$ cat src/hdl/nsp_pkg.sv
// nsp_pkg: shared types, codes and helpers for the NMEA sentence parser.
// Used by nsp_step, nmea_sentence_parser and nsp_checker. No dependencies.

package nsp_pkg;

  // Sizing
  localparam int MAX_COMMAND_LEN = 8;   // 1..32
  localparam int MAX_DATA_LEN    = 128; // 8..128

  // Parse phases
  localparam logic [2:0] PH_SEARCH = 3'd0;
  localparam logic [2:0] PH_CMD    = 3'd1;
  localparam logic [2:0] PH_DATA   = 3'd2;
  localparam logic [2:0] PH_HEX1   = 3'd3;
  localparam logic [2:0] PH_HEX2   = 3'd4;

  // Event codes
  localparam logic [2:0] EV_CMD_BYTE  = 3'd0;
  localparam logic [2:0] EV_CMD_END   = 3'd1;
  localparam logic [2:0] EV_DATA_BYTE = 3'd2;
  localparam logic [2:0] EV_CK_OK     = 3'd3;
  localparam logic [2:0] EV_NO_CK     = 3'd4;
  localparam logic [2:0] EV_CK_BAD    = 3'd5;
  localparam logic [2:0] EV_OVERFLOW  = 3'd6;

  // Characters
  localparam logic [7:0] CH_DOLLAR  = 8'h24;
  localparam logic [7:0] CH_SPACE   = 8'h20;
  localparam logic [7:0] CH_COMMA   = 8'h2C;
  localparam logic [7:0] CH_STAR    = 8'h2A;
  localparam logic [7:0] CH_NEWLINE = 8'h0A;
  localparam logic [7:0] CH_NINE    = 8'h39;
  localparam logic [7:0] CH_LOWER_A = 8'h61;
  localparam logic [7:0] CH_LOWER_Z = 8'h7A;

  typedef struct packed {
    logic [2:0] phase;
    logic [7:0] checksum;
    logic [6:0] position;
    logic [3:0] high_nibble;
  } parse_state_t;

  typedef struct packed {
    logic [2:0] kind;
    logic [7:0] value;
    logic [6:0] position;
    logic [7:0] computed;
    logic [7:0] received;
  } event_t;

  typedef struct packed {
    parse_state_t state_next;
    logic         emit;
    event_t       evt;
  } step_t;

  // Hex digit to nibble, case-insensitive; non-hex characters still map to a nibble by the rule below.
  // '0'..'9' -> c - 0x30, otherwise c - 0x41 + 10, both mod 16.
  function automatic logic [3:0] hex_nibble(input logic [7:0] c);
    logic [7:0] v;
    v = c;
    if (c >= CH_LOWER_A && c <= CH_LOWER_Z) begin
      v = c - 8'd32;
    end
    if (v <= CH_NINE) begin
      hex_nibble = v[3:0];
    end else begin
      hex_nibble = v[3:0] + 4'd9;
    end
  endfunction

endpackage

$ cat src/hdl/nsp_step.sv
// nsp_step: next-state and event logic for one received byte.
// Depends on nsp_pkg.

module nsp_step (
  input  nsp_pkg::parse_state_t state,
  input  logic [7:0]            rx_byte,
  output nsp_pkg::step_t        step
);

  logic [7:0] cs_xor;
  logic [7:0] pos_inc;
  logic [7:0] received_full;

  assign cs_xor        = state.checksum ^ rx_byte;
  assign pos_inc       = {1'b0, state.position} + 8'd1;
  assign received_full = {state.high_nibble, nsp_pkg::hex_nibble(rx_byte)};

  always_comb begin
    step.state_next    = state;
    step.emit          = 1'b0;
    step.evt.kind      = nsp_pkg::EV_CMD_BYTE;
    step.evt.value     = rx_byte;
    step.evt.position  = state.position;
    step.evt.computed  = state.checksum;
    step.evt.received  = 8'd0;

    case (state.phase)
      nsp_pkg::PH_CMD: begin
        step.emit = 1'b1;
        if (rx_byte == nsp_pkg::CH_STAR) begin
          // star ends the command and is not part of the checksum
          step.state_next.position = 7'd0;
          step.state_next.phase    = nsp_pkg::PH_HEX1;
          step.evt.kind            = nsp_pkg::EV_CMD_END;
        end else begin
          step.state_next.checksum = cs_xor;
          step.evt.computed        = cs_xor;
          if (rx_byte == nsp_pkg::CH_SPACE || rx_byte == nsp_pkg::CH_COMMA) begin
            step.state_next.position = 7'd0;
            step.state_next.phase    = nsp_pkg::PH_DATA;
            step.evt.kind            = nsp_pkg::EV_CMD_END;
          end else if (state.position >= 7'(nsp_pkg::MAX_COMMAND_LEN)) begin
            step.state_next.phase = nsp_pkg::PH_SEARCH;
            step.evt.kind         = nsp_pkg::EV_OVERFLOW;
          end else begin
            step.state_next.position = pos_inc[6:0];
            step.evt.kind            = nsp_pkg::EV_CMD_BYTE;
          end
        end
      end

      nsp_pkg::PH_DATA: begin
        if (rx_byte == nsp_pkg::CH_STAR) begin
          step.state_next.phase = nsp_pkg::PH_HEX1;
        end else if (rx_byte == nsp_pkg::CH_NEWLINE) begin
          step.emit             = 1'b1;
          step.state_next.phase = nsp_pkg::PH_SEARCH;
          step.evt.kind         = nsp_pkg::EV_NO_CK;
        end else begin
          step.emit                = 1'b1;
          step.state_next.checksum = cs_xor;
          step.evt.computed        = cs_xor;
          if (pos_inc >= 8'(nsp_pkg::MAX_DATA_LEN)) begin
            step.state_next.phase = nsp_pkg::PH_SEARCH;
            step.evt.kind         = nsp_pkg::EV_OVERFLOW;
          end else begin
            step.state_next.position = pos_inc[6:0];
            step.evt.kind            = nsp_pkg::EV_DATA_BYTE;
          end
        end
      end

      nsp_pkg::PH_HEX1: begin
        step.state_next.high_nibble = nsp_pkg::hex_nibble(rx_byte);
        step.state_next.phase       = nsp_pkg::PH_HEX2;
      end

      nsp_pkg::PH_HEX2: begin
        step.emit             = 1'b1;
        step.state_next.phase = nsp_pkg::PH_SEARCH;
        step.evt.received     = received_full;
        step.evt.kind         = (received_full == state.checksum) ? nsp_pkg::EV_CK_OK
                                                                  : nsp_pkg::EV_CK_BAD;
      end

      default: begin
        // search; unused phase codes land here too
        step.state_next.phase = nsp_pkg::PH_SEARCH;
        if (rx_byte == nsp_pkg::CH_DOLLAR) begin
          step.state_next.checksum = 8'd0;
          step.state_next.position = 7'd0;
          step.state_next.phase    = nsp_pkg::PH_CMD;
        end
      end
    endcase
  end

endmodule

$ cat src/hdl/nmea_sentence_parser.sv
// nmea_sentence_parser: top level, input register, parse state and event register.
// Depends on nsp_pkg and nsp_step.
//
//  channel | valid       | stall       | payload
//  --------+-------------+-------------+-----------------------------------------------
//  rx      | rx_valid    | rx_stall    | rx_byte
//  event   | event_valid | event_stall | event_kind, byte_value, position,
//          |             |             | computed_checksum, received_checksum
//
// One byte per cycle, sustained, while no stall holds the input. A byte lands in the
// input register at its transaction edge and is parsed from there, so its event (if
// any) is loaded into the event register once the byte is allowed to move on.
// Reset (rst, synchronous) empties both registers and returns the parser to
// the search for '$' with checksum, position and nibble at zero.
// A stalled event holds; the input side stalls only when the held byte would
// produce an event and the event register cannot be freed in that cycle.
// Bytes that make no event (search, '*' in data, first hex digit) never stall.

module nmea_sentence_parser (
  input  logic       clk,
  input  logic       rst,

  input  logic       rx_valid,
  output logic       rx_stall,
  input  logic [7:0] rx_byte,

  output logic       event_valid,
  input  logic       event_stall,
  output logic [2:0] event_kind,
  output logic [7:0] byte_value,
  output logic [6:0] position,
  output logic [7:0] computed_checksum,
  output logic [7:0] received_checksum
);

  // input register
  logic       in_valid;
  logic [7:0] in_byte;

  // parser state
  nsp_pkg::parse_state_t state;

  // combinational step result
  nsp_pkg::step_t step;

  // held byte may move on: it emits nothing, or the event slot is free/draining
  logic advance;
  logic load_event;

  nsp_step u_step (
    .state   (state),
    .rx_byte (in_byte),
    .step    (step)
  );

  assign advance    = !step.emit || !event_valid || !event_stall;
  assign load_event = in_valid && advance && step.emit;
  assign rx_stall   = in_valid && !advance;

  always_ff @(posedge clk) begin
    if (rst) begin
      in_valid <= 1'b0;
    end else if (!rx_stall) begin
      in_valid <= rx_valid;
    end
  end

  always_ff @(posedge clk) begin
    if (!rx_stall && rx_valid) begin
      in_byte <= rx_byte;
    end
  end

  always_ff @(posedge clk) begin
    if (rst) begin
      state.phase       <= nsp_pkg::PH_SEARCH;
      state.checksum    <= 8'd0;
      state.position    <= 7'd0;
      state.high_nibble <= 4'd0;
    end else if (in_valid && advance) begin
      state <= step.state_next;
    end
  end

  // event register
  always_ff @(posedge clk) begin
    if (rst) begin
      event_valid <= 1'b0;
    end else if (load_event) begin
      event_valid <= 1'b1;
    end else if (!event_stall) begin
      event_valid <= 1'b0;
    end
  end

  always_ff @(posedge clk) begin
    if (load_event) begin
      event_kind        <= step.evt.kind;
      byte_value        <= step.evt.value;
      position          <= step.evt.position;
      computed_checksum <= step.evt.computed;
      received_checksum <= step.evt.received;
    end
  end

endmodule

$ cat config.mk
export PLATFORM = sky130hd
export DESIGN_NAME = nmea_sentence_parser
export DESIGN_NICKNAME = d
export VERILOG_FILES = /design/src/hdl/nsp_pkg.sv /design/src/hdl/nsp_step.sv /design/src/hdl/nmea_sentence_parser.sv
export SDC_FILE = /design/constraint.sdc
export NUM_CORES = 1
export LEC_CHECK = 0
export BUFFER_PORTS_ARGS = -buffer_cell sky130_fd_sc_hd__buf_2
export CAP_MARGIN = 20
export CORE_MARGIN = 2
export CORE_UTILIZATION = 57
export CTS_CLUSTER_DIAMETER = 40
export DETAILED_ROUTE_END_ITERATION = 8
export PLACE_DENSITY = 0.8
export SETUP_SLACK_MARGIN = 0.4
export SLEW_MARGIN = 10
export SYNTH_ARGS = -nofsm -noshare
export SYNTH_HDL_FRONTEND = slang
export SYNTH_SLANG_ARGS = --single-unit
$ cat constraint.sdc
create_clock -name clk -period 4 [get_ports clk]
set_clock_uncertainty 0.2 [all_clocks]
set_input_delay 0.4 -clock clk [delete_from_list [all_inputs] [get_ports clk]]
set_output_delay 0.4 -clock clk [all_outputs]
set_load 0.03 [all_outputs]
==> results of run 1 <==
how the worst min path moves through the flow:
stage,startpoint,to
2_1_floorplan,in_byte[2],byte_value[2]
3_3_place_gp,state[9],state[9]
3_5_place_dp,event_valid,event_valid
4_1_cts,rx_byte[4],in_byte[4]
5_1_grt,rx_byte[5],in_byte[5]
6_report,rx_byte[5],in_byte[5]
Yosys cell counts (7+ instances only):
library cell,number
edfxtp_1,42
a21oi_1,18
nand3_1,14
nor2_1,33
nand2_1,29
dfxtp_1,24
xnor2_1,15
and3_1,8
buf_2,7
xor2_1,7
ha_1,9
nand4_1,7
inv_1,15
nor3_1,8
a211oi_1,9
per-layer routing:
layer | vias up | wire length [µm] | track usage [%]
li1 | 1271 | - | -
met1 | 1235 | 3130 | 34.3
met2 | 103 | 3420 | 39.0
met4 | 0 | 205 | 14.7
met5 | - | 0 | 0
met3 | 20 | 531 | 5.17
worst reg2reg max path: stages (launching register included):
cell	delay [ns]
edfxtp_1	0.56
inv_1	0.17
ha_1	0.24
and4bb_2	0.27
and3_1	0.22
o21ai_1	0.28
nand3_1	0.39
o21ai_1	0.57
a21oi_1	0.08
cell type report:
class | count | area share, %
Tap cell | 72 | 2.34
Inverter | 16 | 1.56
Multi-Input combinational cell | 223 | 38.1
Timing Repair Buffer | 48 | 6.30
Clock buffer | 9 | 3.22
Sequential cell | 66 | 45.2
Clock inverter | 7 | 3.25
power breakdown:
group	switching [W]	internal [W]	total, W
clock network	0.000270	0.000419	0.000689
registers	0.0000195	0.000734	0.000753
logic	0.0000663	0.0000355	0.000102
total	0.000356	0.00119	0.00154
through the flow:
step / area, µm² / total power [W] / std cells
3_3_place_gp: 3600 / 0.000867 / 425
5_1_grt: 3850 / 0.00159 / 441
3_5_place_dp: 3600 / 0.000869 / 425
2_1_floorplan: 3330 / 0.000838 / 319
4_1_cts: 3850 / 0.00155 / 441
6_report: 3850 / 0.00154 / 441
logic make-up (layout without fill, tap and decap cells):
group	Yosys count	count (layout)	synth area share (%)
compound gates	69	69	15.8
mux	2	2	0.602
flops	66	66	52.3
simple gates	121	121	18.5
fa+ha+maj	9	9	3.38
xor+xnor	22	22	5.79
buf+inv	30	80	3.65
registers in the layout (all words and copies together), names as in the netlist:
signal,cells
in_byte,8
in_valid,1
computed_checksum,8
state,22
event_kind,3
byte_value,8
received_checksum,8
event_valid,1
position,7
==> results.toml, run 1 <==
[status]
outcome = "complete, no violations"

[critical_path]
critPathMaxStageDelay_ns = 0.57
worst_setup_path_end_kind = "flop"
rrSetupSlack_ns = 0.89
arrival_ns = 3.12
path_cells = "inv_1, ha_1, and4bb_2, and3_1, o21ai_1, nand3_1, o21ai_1, a21oi_1"
cp_data_required_time_ns = 4.01
worstSetupPathType = "flop to flop"
critPathCapture = "state[10]"
regToRegEndpoint = "state[10]"
crit_cells = 8
cp-startpoint = "in_byte[0]"
start_kind = "flop"
crit_top_cell = "o21ai_1"
ff2ff_path_depth = 8
reg2reg_from = "in_byte[0]"
crit_path_max_fanout = 11
cp_num_buf_inv = 1
crit_path_top_delay_cell = "o21ai_1"
critPathTopFamily = "compound AO/OA/AOI/OAI gates"

[sta]
timing.final.ws_setup_ns = 0.894
worst_pin_slew_ns = 0.781
slew_viol_final = 0
post-route-period-util_pct = 77.6
relSlewSlack_pct = 47.9
finalCriticalPeriod_ns = 3.11
fin_tns_setup_ns = 0
fin_hold_ws_ns = 0.0260
finalHoldViolCount = 0
setup_viol = 0
rsz0062_at_grt = "false"
clock.fmax_ghz = 0.322

[synthesis]
yosys-top-cells-area = "edfxtp_1, dfxtp_1, xnor2_1"
synth.avg_cell_area_um2 = 10.4
syn-num-nets = 340
synth_seq_area_share_pct = 52.3
synth_area_leader_cell = "edfxtp_1"
yosysUniqueCellTypes = 52
syn_area_um2 = 3330
ys_ff_latch = 66
synth_ff_type = "edfxtp_1"
yosysWarnings = 0
synth_top_area_share_pct = 37.9
synthCells = 319
synth-edff-count = 42
ys_async_sr_fraction_pct = 0

[routing]
drc_errors = 0
wl_per_cell_um = 16.5
detail-route-antenna-nets = 0
postRouteWirelength_um = 7290
vias = 2629
drt_iter0_markers = 213
dr.pass1.iters = 4
viasPerCell = 5.96

[floorplan]
die_w_um = 80.4
rows = 27
die_h_um = 80.4
io-pin-count = 48
initial_core_util_pct = 59.7
coreArea_um2 = 5570
die_area_um2 = 6470

[layout]
fillCellCount = 421
diodes = 0
drive_above_1_share_pct = 21.4
seqCellArea_um2 = 1740
area_delta_synth_final_pct = 15.7
final_cell_mix = "buf_2, edfxtp_1, nor2_1, nand2_1, dfxtp_1"
final_core_util_pct = 69.1
final_nets = 385
multi_input_area_um2 = 1470
final_common_cell = "buf_2"

[global_route]
grt.overflow.total = 0
grt_pass1_vias = 2544
grt_antenna_before_repair = 0
grt_max_degree = 35
grt_util_all_layers_pct = 25.7
grt_pass1_wl_um = 12500

[place]
place.port_buffers = 47
pre_cts_slack_ns = 0.924
post-dp-hpwl_um = 5000
place_congestion = 0.933

[power]
power.leakage_nw = 1.53
p_per_area_nw_per_um2 = 401
vdd_drop_max_uv = 311

[clock_network]
path_clk_slew_ns = 0.07
cts_sinks = 66
clk_path_buf_depth = 2
cts_tree = "done"
htreeDepth = 3
clock-root-buffer = "clkbuf_8"
ctsHoldBuffers = 0
cts_setup_buffers = 0
cts-resized-gates = 0
clock_latency_ns = 0.35
cts_buffers = 9

[run]
drv_cap = 0

[min_path]
worstHoldPathType = "input pin to flop"
hold_depth = 1
(Power assumes the default switching activity.)
==> inputs of run 2 (changes only) <==
- clock period: 4 -> 2.9 ns (I/O delays scaled with it)
==> results.toml, run 2 (synthesis gave the netlist of run 1 again) <==
[clock_network]
clk_path_buf_depth = 2
cts_tree = "done"
cts_sinks = 66
cts_buffers = 9
clock_latency_ns = 0.36
path_clk_slew_ns = 0.07
htreeDepth = 3
clock-root-buffer = "clkbuf_8"

[floorplan]
die_h_um = 80.4
initial_core_util_pct = 59.7
io-pin-count = 48
rows = 27
die_area_um2 = 6470
coreArea_um2 = 5570
die_w_um = 80.4

[routing]
drc_errors = 0
drt_iter0_markers = 292
dr.pass1.iters = 6
detail-route-antenna-nets = 0
wl_per_cell_um = 18.5
vias = 3023
viasPerCell = 6.18
postRouteWirelength_um = 9060

[sta]
slew_viol_final = 0
relSlewSlack_pct = 53.1
rsz0062_at_grt = "true"
finalHoldViolCount = 0
finalCriticalPeriod_ns = 2.59
setup_viol = 0
fin_tns_setup_ns = 0
post-route-period-util_pct = 89.4
worst_pin_slew_ns = 0.697
fin_hold_ws_ns = 0.0520
clock.fmax_ghz = 0.386

[layout]
drive_above_1_share_pct = 35.7
diodes = 0
final_nets = 433
fillCellCount = 327
area_delta_synth_final_pct = 32.6
final_common_cell = "buf_2"
largest_reg_flops = 22
top_register = "state"
final_cell_mix = "buf_2, edfxtp_1, buf_4, nor2_1, nand2_1"

[critical_path]
critPathMaxStageDelay_ns = 0.44
cp_num_buf_inv = 2
path_cells = "buf_4, nor3_1, nand4_1, nand4_1, buf_4, o211ai_1, and3_1, a311o_1"
arrival_ns = 2.63
crit_path_top_delay_cell = "edfxtp_1"
worstSetupPathType = "flop to flop"
cp_data_required_time_ns = 2.93
worst_setup_path_end_kind = "flop"
crit_path_max_fanout = 7
start_kind = "flop"
critPathTopFamily = "simple AND/OR/NAND/NOR gates"

[global_route]
grt_pass1_vias = 2664
grt.overflow.total = 0
grt_antenna_before_repair = 0
grt_pass1_wl_um = 12900
grt_max_degree = 24
grt_util_all_layers_pct = 27.2

[place]
place.port_buffers = 47
place_congestion = 0.985
post-dp-hpwl_um = 5560

[power]
vdd_drop_max_uv = 345
power.leakage_nw = 1.75
p_per_area_nw_per_um2 = 463

[run]
drv_cap = 0

[min_path]
worstHoldPathType = "input pin to flop"

[status]
outcome = "complete, no violations"
## run 2: cell count changes in the layout (fill, tap and decap cells not counted), sizes merged
cell         change
buf             +37
bufinv           -2
clkbuf           +1
clkinv           +1
clkinvlp         +1
dlygate4sd3      +9
o21ai            +1
## run 2: timing repair
| action | in CTS | in global routing |
|---|---|---|
| hold endpoints to repair | 9 | 0 |
| pin swaps | 2 | 24 |
| endpoints found under the setup margin | 13 | 30 |
| gates cloned | 0 | 2 |
| buffers inserted | 9 | 15 |
| hold buffers | 9 | 0 |
| gates resized for setup | 10 | 33 |
## run 2: worst reg2reg max path, cell delays in order, from the launching register on
cell	delay, ns
edfxtp_1	0.44
buf_4	0.20
nor3_1	0.28
nand4_1	0.21
nand4_1	0.24
buf_4	0.19
o211ai_1	0.14
and3_1	0.23
a311o_1	0.33
## run 2: final timing paths
kind	startpoint	end	slack, ns	depth (start not counted)
min reg2reg	state[2]	state[2]	0.33	2
max reg2reg	in_byte[3]	state[19]	0.31	8
max	in_byte[3]	state[19]	0.31	8
min	event_stall	event_valid	0.05	3
## run 2: metrics by stage
stage	cells	instance area [µm²]	total power [W]	util, %	setup WS, ns
2_1_floorplan	319	3380	0.00116	-	0.264
3_3_place_gp	438	3750	0.00121	67.3	0.318
3_5_place_dp	438	3750	0.00121	67.3	0.191
4_1_cts	472	4140	0.00202	74.3	0.395
5_1_grt	489	4410	0.00211	79.2	0.205
6_report	489	4410	0.00204	79.2	0.306
## run 2: area by class of cell
| class | count | area, µm² | area share [%] |
|---|---|---|---|
| multi-input cells | 224 | 1670 | 37.9 |
| well taps | 72 | 90.1 | 2.04 |
| inverters | 16 | 65.1 | 1.47 |
| clock buffers | 9 | 124 | 2.81 |
| flip-flops and latches | 66 | 1740 | 39.5 |
| clock inverters | 7 | 77.6 | 1.76 |
| repair buffers | 95 | 639 | 14.5 |
## run 2: report_power, final
part,switching (W),internal [W]
sequential,0.0000174,0.00101
clock,0.000390,0.000404
combinational,0.000129,0.0000904
total,0.000536,0.00151
## run 2: metal layers
metal  global-route usage (%)  vias up  wire [µm]
met5                        0        -          0
met2                     40.4      199       4350
met1                     35.4     1408       3620
li1                         -     1380          -
met4                     14.4        0        318
met3                     8.76       36        775
